File: src/rtl/assert_macros.svh
// ---------------------------------------------------------------------------
// assert_macros.svh
// shared concurrent assertion macros for the button press classifier
// ---------------------------------------------------------------------------
`ifndef ASSERT_MACROS_SVH
`define ASSERT_MACROS_SVH

// same-cycle implication, checked outside reset
`define BPC_ASSERT_NOW(label, clk, rst_n, ante, cons) \
    label: assert property (@(posedge clk) disable iff (!(rst_n)) (ante) |-> (cons)) \
        else $error("assertion failed: same-cycle rule");

// next-cycle implication, checked outside reset
`define BPC_ASSERT_NEXT(label, clk, rst_n, ante, cons) \
    label: assert property (@(posedge clk) disable iff (!(rst_n)) (ante) |=> (cons)) \
        else $error("assertion failed: next-cycle rule");

`endif

File: src/rtl/bpc_pkg.sv
// ---------------------------------------------------------------------------
// bpc_pkg
// widths, register indexes, reset values and shared types
// ---------------------------------------------------------------------------
package bpc_pkg;

    localparam int unsigned TICK_W     = 32;
    localparam int unsigned CFG_W      = 16;
    localparam int unsigned CFG_IDX_W  = 1;
    localparam int unsigned NUM_BTN    = 2;

    // button slots
    localparam int unsigned BTN_RIGHT  = 0;
    localparam int unsigned BTN_LEFT   = 1;

    // configuration register indexes
    localparam logic [CFG_IDX_W-1:0] REG_LONG_THRESHOLD = 1'd0;
    localparam logic [CFG_IDX_W-1:0] REG_REPEAT_OFFSET  = 1'd1;

    // reset values of the configuration registers
    localparam logic [CFG_W-1:0] LONG_THRESHOLD_RST = 16'd500;
    localparam logic [CFG_W-1:0] REPEAT_OFFSET_RST  = 16'd1000;

    // events from one button for one scan
    typedef struct packed {
        logic evt_short;
        logic evt_long;
    } t_btn_evt;

    // configuration handed to the button slices
    typedef struct packed {
        logic [CFG_W-1:0] long_threshold;
        logic [CFG_W-1:0] repeat_offset;
    } t_cfg;

endpackage

File: src/rtl/bpc_ifs.sv
// ---------------------------------------------------------------------------
// bpc channel interfaces
// valid/ready channels for scans, events and configuration writes
// ---------------------------------------------------------------------------

// scan channel: two button levels and the current tick
interface bpc_scan_if;
    logic                           valid;
    logic                           ready;
    logic                           right_level;
    logic                           left_level;
    logic [bpc_pkg::TICK_W-1:0]     now_tick;

    modport source (output valid, right_level, left_level, now_tick, input ready);
    modport sink   (input valid, right_level, left_level, now_tick, output ready);
endinterface

// event channel: short and long press flags per button
interface bpc_evt_if;
    logic valid;
    logic ready;
    logic right_short;
    logic right_long;
    logic left_short;
    logic left_long;

    modport source (output valid, right_short, right_long, left_short, left_long,
                    input ready);
    modport sink   (input valid, right_short, right_long, left_short, left_long,
                    output ready);
endinterface

// configuration write channel
interface bpc_cfg_if;
    logic                            valid;
    logic                            ready;
    logic [bpc_pkg::CFG_IDX_W-1:0]   index;
    logic [bpc_pkg::CFG_W-1:0]       data;

    modport source (output valid, index, data, input ready);
    modport sink   (input valid, index, data, output ready);
endinterface

File: src/rtl/bpc_cfg_regs.sv
// ---------------------------------------------------------------------------
// bpc_cfg_regs
// holds the long-press threshold and the repeat offset
// ---------------------------------------------------------------------------
module bpc_cfg_regs (
    input  logic                 i_clk,
    input  logic                 i_rst_n,
    bpc_cfg_if.sink              i_cfg,
    output bpc_pkg::t_cfg        o_cfg
);

    logic [bpc_pkg::CFG_W-1:0] r_long_threshold;
    logic [bpc_pkg::CFG_W-1:0] r_repeat_offset;

    // writes are always taken
    assign i_cfg.ready = 1'b1;

    // register file, unknown indexes are dropped
    always_ff @(posedge i_clk) begin
        if (!i_rst_n) begin
            r_long_threshold <= bpc_pkg::LONG_THRESHOLD_RST;
            r_repeat_offset  <= bpc_pkg::REPEAT_OFFSET_RST;
        end else if (i_cfg.valid) begin
            unique case (i_cfg.index)
                bpc_pkg::REG_LONG_THRESHOLD: r_long_threshold <= i_cfg.data;
                bpc_pkg::REG_REPEAT_OFFSET:  r_repeat_offset  <= i_cfg.data;
                default: ;
            endcase
        end
    end

    assign o_cfg.long_threshold = r_long_threshold;
    assign o_cfg.repeat_offset  = r_repeat_offset;

endmodule

File: src/rtl/bpc_button.sv
// ---------------------------------------------------------------------------
// bpc_button
// per-button state and short/long press decision for one scan
// ---------------------------------------------------------------------------
`include "assert_macros.svh"

module bpc_button (
    input  logic                          i_clk,
    input  logic                          i_rst_n,
    input  logic                          i_step,
    input  logic                          i_level,
    input  logic [bpc_pkg::TICK_W-1:0]    i_now,
    input  bpc_pkg::t_cfg                 i_cfg,
    output bpc_pkg::t_btn_evt             o_evt
);

    logic                          r_prev_level;
    logic                          r_long_flag;
    logic [bpc_pkg::TICK_W-1:0]    r_press_time;

    logic                          n_prev_level;
    logic                          n_long_flag;
    logic [bpc_pkg::TICK_W-1:0]    n_press_time;

    logic                          rise;
    logic [bpc_pkg::TICK_W-1:0]    elapsed;
    logic                          exceeds;
    logic                          fire_long;
    logic                          fire_short;

    // wrapping elapsed time, negative never exceeds the threshold
    assign rise    = i_level & ~r_prev_level;
    assign elapsed = i_now - r_press_time;
    assign exceeds = ~elapsed[bpc_pkg::TICK_W-1] &&
                     (elapsed[bpc_pkg::TICK_W-2:0] >
                      (bpc_pkg::TICK_W-1)'(i_cfg.long_threshold));

    // event decision, long press wins over short release
    assign fire_long  = ~rise & r_prev_level & exceeds;
    assign fire_short = ~fire_long & r_prev_level & ~i_level & ~r_long_flag;

    assign o_evt.evt_long  = fire_long;
    assign o_evt.evt_short = fire_short;

    // next state: press time, flag and level
    always_comb begin
        n_press_time = r_press_time;
        if (rise) begin
            n_press_time = i_now;
        end else if (fire_long) begin
            n_press_time = i_now + bpc_pkg::TICK_W'(i_cfg.repeat_offset);
        end
        n_long_flag  = (r_long_flag | fire_long) & i_level;
        n_prev_level = i_level;
    end

    // state update once per scan
    always_ff @(posedge i_clk) begin
        if (!i_rst_n) begin
            r_prev_level <= 1'b0;
            r_long_flag  <= 1'b0;
            r_press_time <= '0;
        end else if (i_step) begin
            r_prev_level <= n_prev_level;
            r_long_flag  <= n_long_flag;
            r_press_time <= n_press_time;
        end
    end

    // a long press while still held leaves the flag set
    `BPC_ASSERT_NEXT(a_flag_after_long, i_clk, i_rst_n, i_step && fire_long && i_level, r_long_flag)
    // the flag is only ever set while the button was held
    `BPC_ASSERT_NOW(a_flag_needs_level, i_clk, i_rst_n, r_long_flag, r_prev_level)

endmodule

File: src/rtl/button_press_classifier_core.sv
// ---------------------------------------------------------------------------
// button_press_classifier_core
// two-button short/long press classifier with auto-repeat
// ---------------------------------------------------------------------------
// Usage:
//   i_scan carries one scan per beat: right and left button levels and the
//   current tick. o_evt returns exactly one event beat per scan, with short
//   and long flags for each button. i_cfg writes the long-press threshold
//   (index 0) and the repeat offset (index 1); it is always ready and must
//   only be written while no scan is in flight.
//   Path: the scan beat is held in the input register, then its event beat is
//   loaded into the event register once that register is free.
//   Throughput: one scan per cycle while o_evt is ready; the input register and the event
//   register are separated by one pass of per-button compare/add logic, and
//   the button state updates on the same edge that loads the event register.
//   Stall: while o_evt is held, at most one more scan is taken into the input
//   register, then i_scan.ready drops until the event beat leaves.
//   Reset: synchronous, active low; both buttons read as released, the
//   threshold returns to 500 ticks and the repeat offset to 1000 ticks.
// ---------------------------------------------------------------------------
`include "assert_macros.svh"

module button_press_classifier_core (
    input  logic         i_clk,
    input  logic         i_rst_n,
    bpc_scan_if.sink     i_scan,
    bpc_cfg_if.sink      i_cfg,
    bpc_evt_if.source    o_evt
);

    bpc_pkg::t_cfg                     cfg;
    bpc_pkg::t_btn_evt                 btn_evt [bpc_pkg::NUM_BTN];
    logic [bpc_pkg::NUM_BTN-1:0]       levels;

    logic                              r_in_valid;
    logic                              r_right_level;
    logic                              r_left_level;
    logic [bpc_pkg::TICK_W-1:0]        r_now_tick;

    logic                              r_out_valid;
    bpc_pkg::t_btn_evt                 r_right_evt;
    bpc_pkg::t_btn_evt                 r_left_evt;

    logic                              advance;

    // handshake: the held scan moves on when the event register is free
    assign advance      = r_in_valid && (!r_out_valid || o_evt.ready);
    assign i_scan.ready = !r_in_valid || advance;

    // configuration registers
    bpc_cfg_regs u_cfg (
        .i_clk   (i_clk),
        .i_rst_n (i_rst_n),
        .i_cfg   (i_cfg),
        .o_cfg   (cfg)
    );

    // input register
    always_ff @(posedge i_clk) begin
        if (!i_rst_n) begin
            r_in_valid <= 1'b0;
        end else if (i_scan.ready) begin
            r_in_valid <= i_scan.valid;
        end
    end

    always_ff @(posedge i_clk) begin
        if (i_scan.valid && i_scan.ready) begin
            r_right_level <= i_scan.right_level;
            r_left_level  <= i_scan.left_level;
            r_now_tick    <= i_scan.now_tick;
        end
    end

    // one slice per button
    assign levels[bpc_pkg::BTN_RIGHT] = r_right_level;
    assign levels[bpc_pkg::BTN_LEFT]  = r_left_level;

    for (genvar b = 0; b < bpc_pkg::NUM_BTN; b++) begin : g_btn
        bpc_button u_btn (
            .i_clk   (i_clk),
            .i_rst_n (i_rst_n),
            .i_step  (advance),
            .i_level (levels[b]),
            .i_now   (r_now_tick),
            .i_cfg   (cfg),
            .o_evt   (btn_evt[b])
        );
    end

    // event register
    always_ff @(posedge i_clk) begin
        if (!i_rst_n) begin
            r_out_valid <= 1'b0;
        end else if (advance) begin
            r_out_valid <= 1'b1;
        end else if (o_evt.ready) begin
            r_out_valid <= 1'b0;
        end
    end

    always_ff @(posedge i_clk) begin
        if (advance) begin
            r_right_evt <= btn_evt[bpc_pkg::BTN_RIGHT];
            r_left_evt  <= btn_evt[bpc_pkg::BTN_LEFT];
        end
    end

    assign o_evt.valid       = r_out_valid;
    assign o_evt.right_short = r_right_evt.evt_short;
    assign o_evt.right_long  = r_right_evt.evt_long;
    assign o_evt.left_short  = r_left_evt.evt_short;
    assign o_evt.left_long   = r_left_evt.evt_long;

    // a button never reports short and long in the same beat
    `BPC_ASSERT_NOW(a_right_excl, i_clk, i_rst_n, r_out_valid, !(r_right_evt.evt_short && r_right_evt.evt_long))
    `BPC_ASSERT_NOW(a_left_excl, i_clk, i_rst_n, r_out_valid, !(r_left_evt.evt_short && r_left_evt.evt_long))
    // a scan that cannot advance stays in the input register
    `BPC_ASSERT_NEXT(a_in_hold, i_clk, i_rst_n, r_in_valid && !advance, r_in_valid)
    // every advancing scan produces an event beat
    `BPC_ASSERT_NEXT(a_adv_out, i_clk, i_rst_n, advance, r_out_valid)

endmodule

File: src/flat_wrapper.sv
// flat-port wrapper written by rule: the top's interface ports become plain ports
module button_press_classifier_core_flat 
  (i_clk, i_rst_n, i_scan_valid, i_scan_right_level, i_scan_left_level, i_scan_now_tick, i_scan_ready, i_cfg_valid, i_cfg_index, i_cfg_data, i_cfg_ready, o_evt_valid, o_evt_right_short, o_evt_right_long, o_evt_left_short, o_evt_left_long, o_evt_ready);
  bpc_scan_if i_scan_i ();
  bpc_cfg_if i_cfg_i ();
  bpc_evt_if o_evt_i ();
  input  logic i_clk;
  input  logic i_rst_n;
  input wire logic [$bits(i_scan_i.valid)-1:0] i_scan_valid;
  input wire logic [$bits(i_scan_i.right_level)-1:0] i_scan_right_level;
  input wire logic [$bits(i_scan_i.left_level)-1:0] i_scan_left_level;
  input wire logic [$bits(i_scan_i.now_tick)-1:0] i_scan_now_tick;
  output wire logic [$bits(i_scan_i.ready)-1:0] i_scan_ready;
  input wire logic [$bits(i_cfg_i.valid)-1:0] i_cfg_valid;
  input wire logic [$bits(i_cfg_i.index)-1:0] i_cfg_index;
  input wire logic [$bits(i_cfg_i.data)-1:0] i_cfg_data;
  output wire logic [$bits(i_cfg_i.ready)-1:0] i_cfg_ready;
  output wire logic [$bits(o_evt_i.valid)-1:0] o_evt_valid;
  output wire logic [$bits(o_evt_i.right_short)-1:0] o_evt_right_short;
  output wire logic [$bits(o_evt_i.right_long)-1:0] o_evt_right_long;
  output wire logic [$bits(o_evt_i.left_short)-1:0] o_evt_left_short;
  output wire logic [$bits(o_evt_i.left_long)-1:0] o_evt_left_long;
  input wire logic [$bits(o_evt_i.ready)-1:0] o_evt_ready;
  assign i_scan_i.valid = i_scan_valid;
  assign i_scan_i.right_level = i_scan_right_level;
  assign i_scan_i.left_level = i_scan_left_level;
  assign i_scan_i.now_tick = i_scan_now_tick;
  assign i_scan_ready = i_scan_i.ready;
  assign i_cfg_i.valid = i_cfg_valid;
  assign i_cfg_i.index = i_cfg_index;
  assign i_cfg_i.data = i_cfg_data;
  assign i_cfg_ready = i_cfg_i.ready;
  assign o_evt_valid = o_evt_i.valid;
  assign o_evt_right_short = o_evt_i.right_short;
  assign o_evt_right_long = o_evt_i.right_long;
  assign o_evt_left_short = o_evt_i.left_short;
  assign o_evt_left_long = o_evt_i.left_long;
  assign o_evt_i.ready = o_evt_ready;
  button_press_classifier_core u_core (.i_clk(i_clk), .i_rst_n(i_rst_n), .i_scan(i_scan_i), .i_cfg(i_cfg_i), .o_evt(o_evt_i));
endmodule
File: config.mk
export PLATFORM = sky130hd
export DESIGN_NAME = button_press_classifier_core_flat
export DESIGN_NICKNAME = d
export VERILOG_FILES = /design/src/rtl/bpc_pkg.sv /design/src/rtl/bpc_ifs.sv /design/src/rtl/bpc_cfg_regs.sv /design/src/rtl/bpc_button.sv /design/src/rtl/button_press_classifier_core.sv /design/src/flat_wrapper.sv
export VERILOG_INCLUDE_DIRS = /design/src /design/src/rtl
export SDC_FILE = /design/constraint.sdc
export NUM_CORES = 1
export LEC_CHECK = 0
export BUFFER_PORTS_ARGS = -buffer_cell sky130_fd_sc_hd__buf_4
export CAP_MARGIN = 5
export CORE_ASPECT_RATIO = 0.8
export CORE_MARGIN = 8
export CORE_UTILIZATION = 35
export CTS_CLUSTER_SIZE = 8
export DETAILED_ROUTE_END_ITERATION = 7
export GPL_ROUTABILITY_DRIVEN = 0
export PLACE_DENSITY = 0.6
export SLEW_MARGIN = 40
export SYNTH_ARGS = -nofsm -noshare
export SYNTH_HDL_FRONTEND = slang
export SYNTH_SLANG_ARGS = --single-unit
File: constraint.sdc
create_clock -name i_clk -period 4.1 [get_ports i_clk]
set_input_delay 0 -clock i_clk [delete_from_list [all_inputs] [get_ports i_clk]]
set_output_delay 0 -clock i_clk [all_outputs]
set_load 0.05 [all_outputs]
### After elaboration in Yosys (flattened, before gate mapping)

Cells that the tools add are included.

| operators by class | value |
|---|---|
| magnitude comparators | 2 |
| bitwise gates (word level) | 29 |
| div/mod/pow operators | 0 |
| shift operators | 0 |
| equality and inequality tests | 0 |
| reduce and logical (&&, ||, !) cells | 15 |
| $add $sub $neg | 3 |
| multiplexer cells | 6 |
| multiply operators | 0 |

Operators by type and width:

| cell | count |
|---|---|
| 2-to-1 mux 32 bit | 4 |
| subtractor 32 bit | 2 |
| greater-than comparator 31 x 16 -> 1 bit | 2 |
| adder 32 x 16 -> 32 bit | 1 |
| AND 1 bit | 14 |
| inverter 1 bit | 13 |
| AND reduction 2 bit | 4 |
| nonzero test 2 bit | 3 |
| logical AND 1 bit | 4 |
| zero test 1 bit | 2 |
| logical OR 1 bit | 2 |
| 2-to-1 mux 1 bit | 2 |
| OR 1 bit | 2 |

| word-level totals | value |
|---|---|
| RAM bits | 0 |
| memories kept | 0 |
| ROM bits | 0 |
| logic and storage cells | 72 |
| latch bits | 0 |
| flip-flop bits (word level) | 140 |

### Logic depth before layout (Yosys ltp)

Gate-level depths: netlist of the first run.

| logic depth | value |
|---|---|
| depth in word-level cells | 9 |
| gate-level depth with buffers | 22 |

### By module

A second synthesis of the first run with hierarchy kept.

| second synthesis, totals | value |
|---|---|
| cell total of the unflattened synthesis | 1530 |
| area total of the unflattened synthesis | 12453.2 um^2 |

Modules (own cells, without submodules):

| module | cells an instance | area each (um^2) | times used | seq. area each (um^2) |
|---|---|---|---|---|
| bpc_button (u_core.g_btn[0].u_btn) | 675 | 5009.8 | 1 | 680.7 |
| bpc_button (u_core.g_btn[1].u_btn) | 672 | 4924.7 | 1 | 680.7 |
| bpc_cfg_regs | 136 | 1273.7 | 1 | 640.6 |
| button_press_classifier_core | 47 | 1244.9 | 1 | 1181.1 |

### Worst setup path after synthesis of the first run

OpenSTA, ideal clock, no wires.

| path | value |
|---|---|
| path type | reg2reg |
| from | register u_core.r_now_tick[0] in the netlist's numbering |
| to | register u_core.g_btn[0].u_btn.r_press_time[10] in the netlist's numbering |
| arrival time | 4.375 ns |
| path slack | -0.422 ns |
| buffers on the path | 1 |
| stages on the path, launching flop included | 22 |
| required time | 3.953 ns |
| period minus slack after synthesis | 4.522 ns |
| path through | edfxtp_1 inv_1 ha_1 fa_1 nand2b_1 a21oi_1 nor2b_1 o211ai_1 a21oi_1 xnor2_1 ha_1 and4_1 a221o_1 a21oi_1 o21a_1 o211ai_1 or4_1 nor4_4 nand4_1 clkbuf_1 a21oi_1 a311oi_2 |

| on the way | value |
|---|---|
| cells in the longest elaborated chain, start to end | 6 |

Ends and longest elaborated chain:

| element | RTL line | text |
|---|---|---|
| from (decl) | button_press_classifier_core.sv:38 | `logic [bpc_pkg::TICK_W-1:0] r_now_tick;` |
| from (signal assigned) | button_press_classifier_core.sv:71 | `r_now_tick <= i_scan.now_tick;` |
| subtractor 32 bit | bpc_button.sv:33 | `assign elapsed = i_now - r_press_time;` |
| greater-than comparator 31 x 16 -> 1 bit / inverter 1 bit (equally long branches) | bpc_button.sv:35, bpc_button.sv:34 |  |
| logical AND 1 bit | bpc_button.sv:34 | `assign exceeds = ~elapsed[bpc_pkg::TICK_W-1] &&` |
| AND 1 bit | bpc_button.sv:39 | `assign fire_long = ~rise & r_prev_level & exceeds;` |
| nonzero test 2 bit (no line) | -- |  |
| AND reduction 2 bit (no line) | -- |  |
| to (signal assigned) | bpc_button.sv:66 | `r_press_time <= n_press_time;` |
| to (decl) | bpc_button.sv:19 | `logic [bpc_pkg::TICK_W-1:0] r_press_time;` |

Several ways; a longest one is shown, not always the timed one. The select of a mux whose other input is x is not followed.
A chain may end at the register's enable or synchronous reset.

### Final worst setup path of the first run

| path | value |
|---|---|
| from | register u_core.r_now_tick[1] in the netlist's numbering |
| to | register u_core.g_btn[1].u_btn.r_press_time[13] in the netlist's numbering |

| on the way | value |
|---|---|
| cells in the longest elaborated chain, start to end | 6 |

Ends and longest elaborated chain:

| element | RTL line |
|---|---|
| subtractor 32 bit | bpc_button.sv:33 |
| greater-than comparator 31 x 16 -> 1 bit / inverter 1 bit (equally long branches) | bpc_button.sv:35, bpc_button.sv:34 |
| logical AND 1 bit | bpc_button.sv:34 |
| AND 1 bit | bpc_button.sv:39 |
| nonzero test 2 bit (no line) | -- |
| AND reduction 2 bit (no line) | -- |
| to (signal assigned) | bpc_button.sv:66 |
| to (decl) | bpc_button.sv:19 |

Several ways; a longest one is shown, not always the timed one. The select of a mux whose other input is x is not followed.

==> impl_metrics.env, run 1 <==
export IMPL_synth_xor_area_share_pct=6.74
export IMPL_synthToLayoutAreaGrowth_pct=36.5
export IMPL_rrSetupSlack_ns=-0.39
export IMPL_synth_area_per_cell_um2=7.98
export IMPL_max_cap_violations=0
export IMPL_critical_path_required_ns=4.45
export IMPL_relSlewSlack_pct=47.4
export IMPL_routed_wl_mm=39.7
export IMPL_cts_buffers=17
export IMPL_finalCriticalPeriod_ns=4.49
export IMPL_ys_types=83
export IMPL_dieArea_mm2=0.0384
export IMPL_power_frac_seq_pct=31.9
export IMPL_cts_root_buffer="clkbuf_16"
export IMPL_synth_top_family_by_area="compound AO/OA/AOI/OAI gates"
export IMPL_min_to="u_core.u_cfg.r_long_threshold[12]"
export IMPL_reg2reg_to="u_core.g_btn[1].u_btn.r_press_time[13]"
export IMPL_grt_pass1_wl_mm=61.8
export IMPL_swShare_pct=35.9
export IMPL_cts_buffer_depth=2
export IMPL_avgRoutedWirePerCell_um=18.8
export IMPL_switchingPower_mw=1.77
export IMPL_vias=11700
export IMPL_yosys_warnings=0
export IMPL_drv_slew=0
export IMPL_hp_class="primary input to flip-flop"
export IMPL_die_h_um=177
export IMPL_synth_edf_count=38
export IMPL_clock_skew_final_ns=0.0109
export IMPL_synth_seq_area_share_pct=28.1
export IMPL_p_int_mw=3.17
export IMPL_ys_ff_latch=140
export IMPL_grt_overflow_total=0
export IMPL_clkSlewWorstSetupHoldPaths_ns=0.07
export IMPL_fmax_mhz=223
export IMPL_cp_start_kind="flip-flop"
export IMPL_rows=59
export IMPL_drive_above_1_share_pct=25.5
export IMPL_worstMarginPinSlew_ns=0.789
export IMPL_synth_cells=1417
export IMPL_via_per_inst=5.54
export IMPL_synth_top_cell_by_area="dfxtp_1"
export IMPL_async_flop_share_pct=0
export IMPL_first_iter_violations=959
export IMPL_synthFlopType="dfxtp_1"
export IMPL_finalHoldViolations=0
export IMPL_initial_core_util_pct=35.1
export IMPL_p_clk_share_pct=30.9
export IMPL_violations="setup timing"
export IMPL_p_leak_nw=6.12
export IMPL_track_usage_pct=20.2
export IMPL_rsz0062_at_grt="true"
export IMPL_die_w_um=217
export IMPL_hold_start="i_cfg_index"
export IMPL_nets=1841
export IMPL_port_buffers=61
export IMPL_firstDrtPassIters=5
export IMPL_period_share_pct=110
export IMPL_dp_hpwl_mm=29.0
export IMPL_io_pins=63
export IMPL_power_density_mw_per_mm2=320
export IMPL_synth_compound_area_share_pct=25.8
export IMPL_max_vdd_ir_drop_uv=282
export IMPL_combinationalPowerShare_pct=37.2
export IMPL_cts_tree="yes"
export IMPL_final_util_pct=48.0
export IMPL_antenna_found_initial=0
export IMPL_end_kind="flip-flop"
export IMPL_synth_adder_area_share_pct=12.7
export IMPL_grt_pass1_vias=11300
export IMPL_netlist_area_leader_share_pct=18.1
export IMPL_fin_tns_setup_ns=-21.52
export IMPL_drcViolationCount=0
export IMPL_clock_latency_ns=0.44
export IMPL_r2r_start="u_core.r_now_tick[1]"
export IMPL_path_class="flip-flop to flip-flop"
export IMPL_detail_route_antenna_nets=0
export IMPL_synthMuxAreaShare_pct=0.265
export IMPL_finalSetupViolations=70
export IMPL_crit_fanout=6
export IMPL_status="finished with violations"
export IMPL_worstHoldPathCells=5
export IMPL_yosys_area_share_simple_pct=20.2
export IMPL_arrival_ns=4.84
export IMPL_finalPower_mw=4.94
export IMPL_synth_area_leaders="dfxtp_1 (18%), ha_1 (12%), edfxtp_1 (10%)"
export IMPL_setup_ws_ns=-0.392
export IMPL_netlist_area_mm2=0.0113
export IMPL_core_mm2=0.0322
export IMPL_cts_sinks=140
export IMPL_h_tree_depth=4
export IMPL_grt_max_degree=45
export IMPL_r2r_cells=24
export IMPL_synth_nets=1586
## power by group through the flow
stage	clock network, mW	registers (mW)	logic, mW
finish	1.53	1.57	1.84
global route	1.60	1.58	2.01
CTS	1.55	1.57	1.76
detailed placement	0	1.60	1.62
global placement	0	1.60	1.59
floorplan	0	1.58	1.07
## layout make-up
| cell class | count | area, um2 |
|---|---|---|
| antenna | 1 | 2.50 |
| clock buffer | 21 | 470 |
| clock inverter | 11 | 93.8 |
| fill | 3059 | 16700 |
| inverter | 101 | 380 |
| multi-input combinational | 1110 | 8130 |
| sequential | 140 | 3180 |
| tap | 427 | 534 |
| timing repair buffer | 302 | 2650 |
## sequential cells by signal (all words and copies together), names as in the netlist
| signal | cells |
|---|---|
| u_core.u_cfg.r_repeat_offset | 16 |
| u_core.r_right_level | 1 |
| u_core.o_evt.right_short | 1 |
| u_core.o_evt.right_long | 1 |
| u_core.g_btn.u_btn.r_long_flag | 2 |
| u_core.r_now_tick | 32 |
| u_core.o_evt.valid | 1 |
| u_core.g_btn.u_btn.r_prev_level | 2 |
| u_core.r_in_valid | 1 |
| u_core.r_left_level | 1 |
| u_core.o_evt.left_long | 1 |
| u_core.g_btn.u_btn.r_press_time | 64 |
| u_core.u_cfg.r_long_threshold | 16 |
| u_core.o_evt.left_short | 1 |
## through the flow
step | hold WS (ns) | cells | setup slack, ns | area [um2]
floorplan | 0.0989 | 1417 | -0.0423 | 11400
global placement | 0.178 | 1994 | -0.438 | 13300
detailed placement | 0.179 | 1995 | -0.557 | 13300
CTS | 0.0543 | 2110 | -0.343 | 15200
global route | 0.0896 | 2112 | -0.624 | 15400
finish | 0.0819 | 2113 | -0.392 | 15400
## layout by cell type (no fill, tap or decap), types with 14 or more instances in the layout
cell type / instances
a21oi_1: 127
o211ai_1: 20
nand2b_1: 14
dlygate4sd3_1: 60
a21o_1: 29
nand2_1: 213
a211oi_1: 21
nor3_2: 20
ha_1: 103
nor3_1: 19
xnor2_1: 52
o21a_1: 18
a31oi_1: 16
xor2_1: 34
buf_4: 216
nor2_1: 79
dfxtp_1: 102
clkbuf_16: 17
nand3_1: 38
o21ai_0: 35
a211oi_2: 31
inv_1: 97
edfxtp_1: 38
a21oi_2: 20
## synth_stat cells, drive strengths merged, types with 14 or more instances
cell type	n
nand2	215
a21oi	150
ha	110
dfxtp	102
inv	100
nor2	83
a211oi	52
xnor2	52
clkbuf	46
nor3	44
o21ai	44
nand3	40
edfxtp	38
xor2	35
a21o	29
buf	20
o211ai	20
o21a	19
a31oi	16
nand2b	16
nor2b	16
a311oi	15
and2	14
## worst max path at each step
| stage | from | end | cells past startpoint |
|---|---|---|---|
| global route | u_core.r_now_tick[1] | u_core.g_btn[0].u_btn.r_press_time[10] | 19 |
| global placement | u_core.r_now_tick[6] | u_core.o_evt.right_short | 20 |
| CTS | u_core.r_now_tick[1] | u_core.g_btn[0].u_btn.r_press_time[10] | 19 |
| finish | u_core.r_now_tick[1] | u_core.g_btn[1].u_btn.r_press_time[13] | 24 |
| floorplan | u_core.r_now_tick[1] | u_core.g_btn[0].u_btn.r_press_time[10] | 19 |
| detailed placement | u_core.r_now_tick[4] | u_core.o_evt.left_short | 18 |
## layer usage
metal / vias to the layer above / routed length [um] / global-route usage (%)
li1: 5620 / - / -
met5: - / 0 / 0
met2: 485 / 16900 / 30.0
met4: 0 / 1200 / 7.88
met1: 5543 / 18300 / 28.3
met3: 62 / 3290 / 4.25
## cell families after synthesis
family / count (synthesis)
other: 1
AND/OR/NAND/NOR: 488
XOR/XNOR: 87
buffers and inverters: 167
multiplexers: 3
AO/OA/AOI/OAI: 418
adder cells (fa/ha/maj): 113
flip-flops: 140
## critical path, cell delays in order, from the launching register on
cell      delay [ns]
edfxtp_1        0.43
buf_4           0.16
buf_6           0.12
ha_4            0.27
nand2b_4        0.06
buf_4           0.13
buf_4           0.12
buf_4           0.12
buf_4           0.12
nand2b_1        0.06
a21oi_1         0.09
xnor2_1         0.20
ha_1            0.30
a21oi_1         0.15
o221ai_1        0.14
a21oi_1         0.31
o31a_1          0.19
a211oi_2        0.07
nor4b_2         0.30
and4_4          0.29
and3_4          0.26
buf_12          0.13
buf_12          0.13
nor3_4          0.04
a211oi_2        0.19
## repair_timing
item,4_1_cts,5_1_grt
gates cloned,5,0
pin swaps,61,33
resized for setup,91,63
buffers inserted,19,9
endpoints found under the hold margin,73,0
hold buffers,60,0
endpoints found under the setup margin,70,70
(Power assumes the default switching activity.)
==> inputs of run 2 (changes only) <==
- CORE_ASPECT_RATIO: 0.8 -> 1.4
- CTS_BUF_LIST: default -> sky130_fd_sc_hd__clkbuf_16
==> run 2 against run 1 <==
Net effect: the flow still finishes with violations (setup timing); combinational power about the same; die area grew 0.12%; clock skew about the same; sequential cell count is the same; sequential power barely moved; final area decreased by 0.68%; wire length up 0.44%; highest routed layer unchanged; core utilization fell by 0.21 points.
==> impl_metrics.env, run 2 (same netlist as run 1, synthesis figures left out) <==
export IMPL_io_pins=63
export IMPL_finalSetupViolations=70
export IMPL_max_vdd_ir_drop_uv=328
export IMPL_cts_sinks=140
export IMPL_r2r_cells=22
export IMPL_grt_overflow_total=0
export IMPL_relSlewSlack_pct=42.0
export IMPL_detail_route_antenna_nets=0
export IMPL_largest_reg_flops=64
export IMPL_critical_path_required_ns=4.47
export IMPL_avgRoutedWirePerCell_um=19.0
export IMPL_die_w_um=168
export IMPL_p_leak_nw=6.17
export IMPL_arrival_ns=4.91
export IMPL_max_cap_violations=0
export IMPL_antennaDiodeCount=0
export IMPL_core_mm2=0.0321
export IMPL_dp_slack_ns=-0.498
export IMPL_cts_tree="yes"
export IMPL_synthToLayoutAreaGrowth_pct=35.6
export IMPL_period_share_pct=111
export IMPL_drive_above_1_share_pct=25.3
export IMPL_clock_latency_ns=0.46
export IMPL_dieArea_mm2=0.0384
export IMPL_firstDrtPassIters=5
export IMPL_clkSlewWorstSetupHoldPaths_ns=0.07
export IMPL_h_tree_depth=4
export IMPL_port_buffers=61
export IMPL_grt_max_degree=45
export IMPL_crit_fanout=6
export IMPL_cp_start_kind="flip-flop"
export IMPL_die_h_um=229
export IMPL_cts_buffers=17
export IMPL_initial_core_util_pct=35.2
export IMPL_dp_hpwl_mm=30.0
export IMPL_rows=78
export IMPL_holdWs_ns=0.0593
export IMPL_fmax_mhz=220
export IMPL_end_kind="flip-flop"
export IMPL_vias=11600
export IMPL_cts_root_buffer="clkbuf_16"
export IMPL_final_cell_mix="buf_4 (232), nand2_1 (214), a21oi_1 (115), ha_1 (106), dfxtp_1 (102)"
export IMPL_via_per_inst=5.54
export IMPL_power_density_mw_per_mm2=325
export IMPL_grt_pass1_vias=11600
export IMPL_antenna_found_initial=0
export IMPL_final_util_pct=47.8
export IMPL_largest_registers="u_core.g_btn.u_btn.r_press_time x64, u_core.r_now_tick x32"
export IMPL_violations="setup timing"
export IMPL_routed_wl_mm=39.9
export IMPL_drcViolationCount=0
export IMPL_grt_pass1_wl_mm=61.4
export IMPL_regMostFlops="u_core.g_btn.u_btn.r_press_time"
export IMPL_status="finished with violations"
export IMPL_cts_buffer_depth=2
export IMPL_track_usage_pct=20.3
export IMPL_finalHoldViolations=0
export IMPL_path_class="flip-flop to flip-flop"
export IMPL_final_common_cell="buf_4"
export IMPL_rsz0062_at_grt="true"
export IMPL_worstMarginPinSlew_ns=0.869
export IMPL_finalCriticalPeriod_ns=4.55
export IMPL_hp_class="primary input to flip-flop"
export IMPL_worstHoldPathCells=5
export IMPL_clock_skew_final_ns=0.0112
export IMPL_drv_slew=0
export IMPL_first_iter_violations=647
export IMPL_finalPower_mw=4.99
export IMPL_nets=1854
export IMPL_setup_ws_ns=-0.447
export IMPL_fin_tns_setup_ns=-23.00
run 2: cell types whose count changed in the layout (fill, tap and decap cells not counted), moves of 7 or more:
cell and delta:
buf_4 +16, a211oi_2 -12, a21oi_1 -12, a211oi_1 +11, buf_12 -8, nor3_1 +8, a21oi_2 +7
run 2: metal layers:
metal	track usage, %	vias to the layer above	part of all wire (%)	wire, um
met5	0	-	0	0
met4	16.0	0	8.0	3190
met3	2.99	137	3.7	1480
met2	36.4	344	50	20100
met1	20.7	5495	38	15100
li1	-	5639	-	-
run 2: where the power goes:
group / internal [mW] / switching (mW)
Combinational: 0.846 / 1.01
Clock: 0.891 / 0.659
Sequential: 1.50 / 0.0731
run 2: metrics by stage:
step           instance area [um2]  instances
2_1_floorplan                11400       1417
3_3_place_gp                 13300       1975
3_5_place_dp                 13300       1975
5_1_grt                      15300       2098
4_1_cts                      14900       2080
6_report                     15300       2098
run 2: layout make-up:
type | instances | area (um2)
clock inverter | 15 | 149
sequential | 140 | 3180
tap | 400 | 500
fill | 3046 | 16800
clock buffer | 17 | 425
timing repair buffer | 315 | 2710
multi-input combinational | 1110 | 7990
inverter | 101 | 380
run 2: what timing repair did:
action / in CTS / in global routing
setup buffers: 11 / 15
endpoints found under the setup margin: 70 / 70
endpoints found under the hold margin: 73 / 0
pin swaps: 57 / 31
hold buffers: 59 / 0
gates cloned: 3 / 3
gates resized for setup: 75 / 66
run 2: worst paths after layout:
kind,from,to,slack [ns]
setup / recovery,u_core.r_now_tick[8],u_core.g_btn[1].u_btn.r_press_time[13],-0.45
setup reg to reg,u_core.r_now_tick[8],u_core.g_btn[1].u_btn.r_press_time[13],-0.45
hold reg to reg,u_core.u_cfg.r_long_threshold[12],u_core.u_cfg.r_long_threshold[12],0.46
hold / removal,i_cfg_index,u_core.u_cfg.r_long_threshold[1],0.06
run 2: worst max-delay path: stages (launching register included):
cell      delay, ns
edfxtp_1       0.44
buf_4          0.16
ha_1           0.31
and2_1         0.17
buf_4          0.14
a41oi_1        0.19
o21a_1         0.20
a21oi_4        0.08
xor2_1         0.15
ha_1           0.31
a21o_1         0.19
a21oi_2        0.21
nand2_1        0.09
a21o_1         0.18
a21oi_2        0.20
a211oi_4       0.08
nor4b_2        0.28
and4_4         0.29
and3_4         0.27
buf_12         0.13
buf_16         0.11
nor3_1         0.05
a211oi_1       0.21
==> inputs of run 3 (changes only) <==
- CORE_ASPECT_RATIO: 1.4 -> default
- CORE_UTILIZATION: 35 -> 40
- PLACE_DENSITY: 0.6 -> 0.66
==> run 3 against run 2 <==
Net effect: sequential power is essentially flat; worst setup slack worse by 0.011 ns; final cell count shrank 1.9%; largest power group unchanged; fmax is 0.24% lower; the flow still finishes with violations (setup timing); critical endpoint is now u_core.o_evt.right_short.
==> impl_metrics.env, run 3 (same netlist as run 1, synthesis figures left out) <==
export IMPL_status="finished with violations"
export IMPL_violations="setup timing"
export IMPL_arrival_ns=4.81
export IMPL_avgRoutedWirePerCell_um=18.8
export IMPL_critical_path_required_ns=4.35
export IMPL_dieArea_mm2=0.0339
export IMPL_cts_buffers=17
export IMPL_final_util_pct=54.9
export IMPL_holdWs_ns=0.0925
export IMPL_track_usage_pct=22.3
export IMPL_power_density_mw_per_mm2=328
export IMPL_die_h_um=184
export IMPL_cts_sinks=140
export IMPL_finalHoldViolations=0
export IMPL_finalSetupViolations=70
export IMPL_antenna_found_initial=0
export IMPL_nets=1837
export IMPL_largest_reg_flops=64
export IMPL_grt_overflow_total=0
export IMPL_rsz0062_at_grt="true"
export IMPL_io_pins=63
export IMPL_max_cap_violations=0
export IMPL_p_leak_nw=6.11
export IMPL_cp_start_kind="flip-flop"
export IMPL_grt_pass1_wl_mm=60.1
export IMPL_rows=61
export IMPL_regMostFlops="u_core.g_btn.u_btn.r_press_time"
export IMPL_detail_route_antenna_nets=0
export IMPL_drcViolationCount=0
export IMPL_h_tree_depth=4
export IMPL_die_w_um=184
export IMPL_cts_buffer_depth=2
export IMPL_period_share_pct=111
export IMPL_antennaDiodeCount=0
export IMPL_setup_ws_ns=-0.458
export IMPL_finalCriticalPeriod_ns=4.56
export IMPL_synthToLayoutAreaGrowth_pct=34.9
export IMPL_drive_above_1_share_pct=23.9
export IMPL_path_class="flip-flop to flip-flop"
export IMPL_via_per_inst=5.74
export IMPL_dp_cells=1943
export IMPL_relSlewSlack_pct=46.9
export IMPL_crit_fanout=3
export IMPL_first_iter_violations=1070
export IMPL_fmax_mhz=219
export IMPL_initial_core_util_pct=40.7
export IMPL_end_kind="flip-flop"
export IMPL_worstMarginPinSlew_ns=0.795
export IMPL_final_cell_mix="buf_4 (218), nand2_1 (214), a21oi_1 (112), ha_1 (103), dfxtp_1 (100)"
export IMPL_drv_slew=0
export IMPL_clock_latency_ns=0.44
export IMPL_grt_pass1_vias=11300
export IMPL_routed_wl_mm=38.8
export IMPL_placed_area_mm2=0.0132
export IMPL_clock_skew_final_ns=0.0219
export IMPL_clkSlewWorstSetupHoldPaths_ns=0.08
export IMPL_hp_class="primary input to flip-flop"
export IMPL_final_common_cell="buf_4"
export IMPL_firstDrtPassIters=7
export IMPL_max_vdd_ir_drop_uv=204
export IMPL_vias=11800
export IMPL_core_mm2=0.0278
export IMPL_grt_max_degree=47
export IMPL_largest_registers="u_core.g_btn.u_btn.r_press_time x64, u_core.r_now_tick x32"
export IMPL_dp_hpwl_mm=28.0
export IMPL_cts_root_buffer="clkbuf_16"
export IMPL_cts_tree="yes"
export IMPL_instances_no_fill=2059
export IMPL_dp_slack_ns=-0.654
export IMPL_port_buffers=61
export IMPL_design_area_mm2=0.0153
run 3: cell count changes in the layout (fill, tap and decap cells not counted), sizes merged:
cell / delta
dlygate4sd3: +1
buf: -18
bufinv: -2
inv: +9
clkbuf: +1
clkinvlp: -1
clkinv: -7
run 3: repair_timing:
item / in CTS / in global routing
hold endpoints to repair: 71 / 0
hold buffers: 60 / 0
gates cloned: 4 / 2
gates resized for setup: 81 / 50
setup buffers: 14 / 6
pin swaps: 15 / 34
setup endpoints to repair: 70 / 70
run 3: through the flow:
step / TNS, ns / total power [mW]
4_1_cts: -23.43 / 4.91
6_report: -25.15 / 5.00
3_3_place_gp: -33.64 / 3.18
2_1_floorplan: -0.987 / 2.66
5_1_grt: -42.47 / 5.24
3_5_place_dp: -36.62 / 3.22
run 3: report_power, final:
| part | switching, mW | internal [mW] | leakage (nW) |
|---|---|---|---|
| logic | 1.01 | 0.841 | 4.62 |
| registers | 0.0753 | 1.50 | 1.21 |
| clock network | 0.734 | 0.835 | 0.284 |
run 3: layout make-up:
cell class                 instances  area, um2
clock inverter                    14        123
clock buffer                      18        450
multi-input combinational       1110       8040
inverter                         101        382
timing repair buffer             298       2600
fill                            2492      12500
sequential                       140       3190
tap                              378        473
run 3: critical path, cell delays in order (launching register included):
cell and delay (ns):
edfxtp_1 0.36, inv_2 0.06, ha_4 0.16, fa_2 0.37, nand2b_4 0.17, a21oi_4 0.18, nor2b_4 0.07, o211ai_1 0.20
a21oi_1 0.12, xnor2_1 0.14, ha_1 0.29, and4_4 0.16, a221o_1 0.36, a21oi_1 0.13, o21a_1 0.13, o211ai_1 0.09
or4_4 0.44, nor4_4 0.21, buf_4 0.17, nand3_2 0.06, o21a_1 0.25, nor4b_2 0.25
run 3: final timing paths:
check        cells after the start                               from  slack [ns]                                 to
max                             21               u_core.r_now_tick[0]       -0.46           u_core.o_evt.right_short
min reg2reg                      2  u_core.u_cfg.r_long_threshold[12]        0.46  u_core.u_cfg.r_long_threshold[12]
min                              4                        i_cfg_valid        0.09   u_core.u_cfg.r_long_threshold[9]
max reg2reg                     21               u_core.r_now_tick[0]       -0.46           u_core.o_evt.right_short
run 3: layer usage:
layer / share of wire, % / GRT usage (%) / vias up
met5: 0 / 0 / -
met2: 45 / 34.2 / 521
met4: 4.7 / 11.5 / 0
met3: 7.4 / 3.35 / 108
met1: 43 / 30.0 / 5576
li1: - / - / 5606
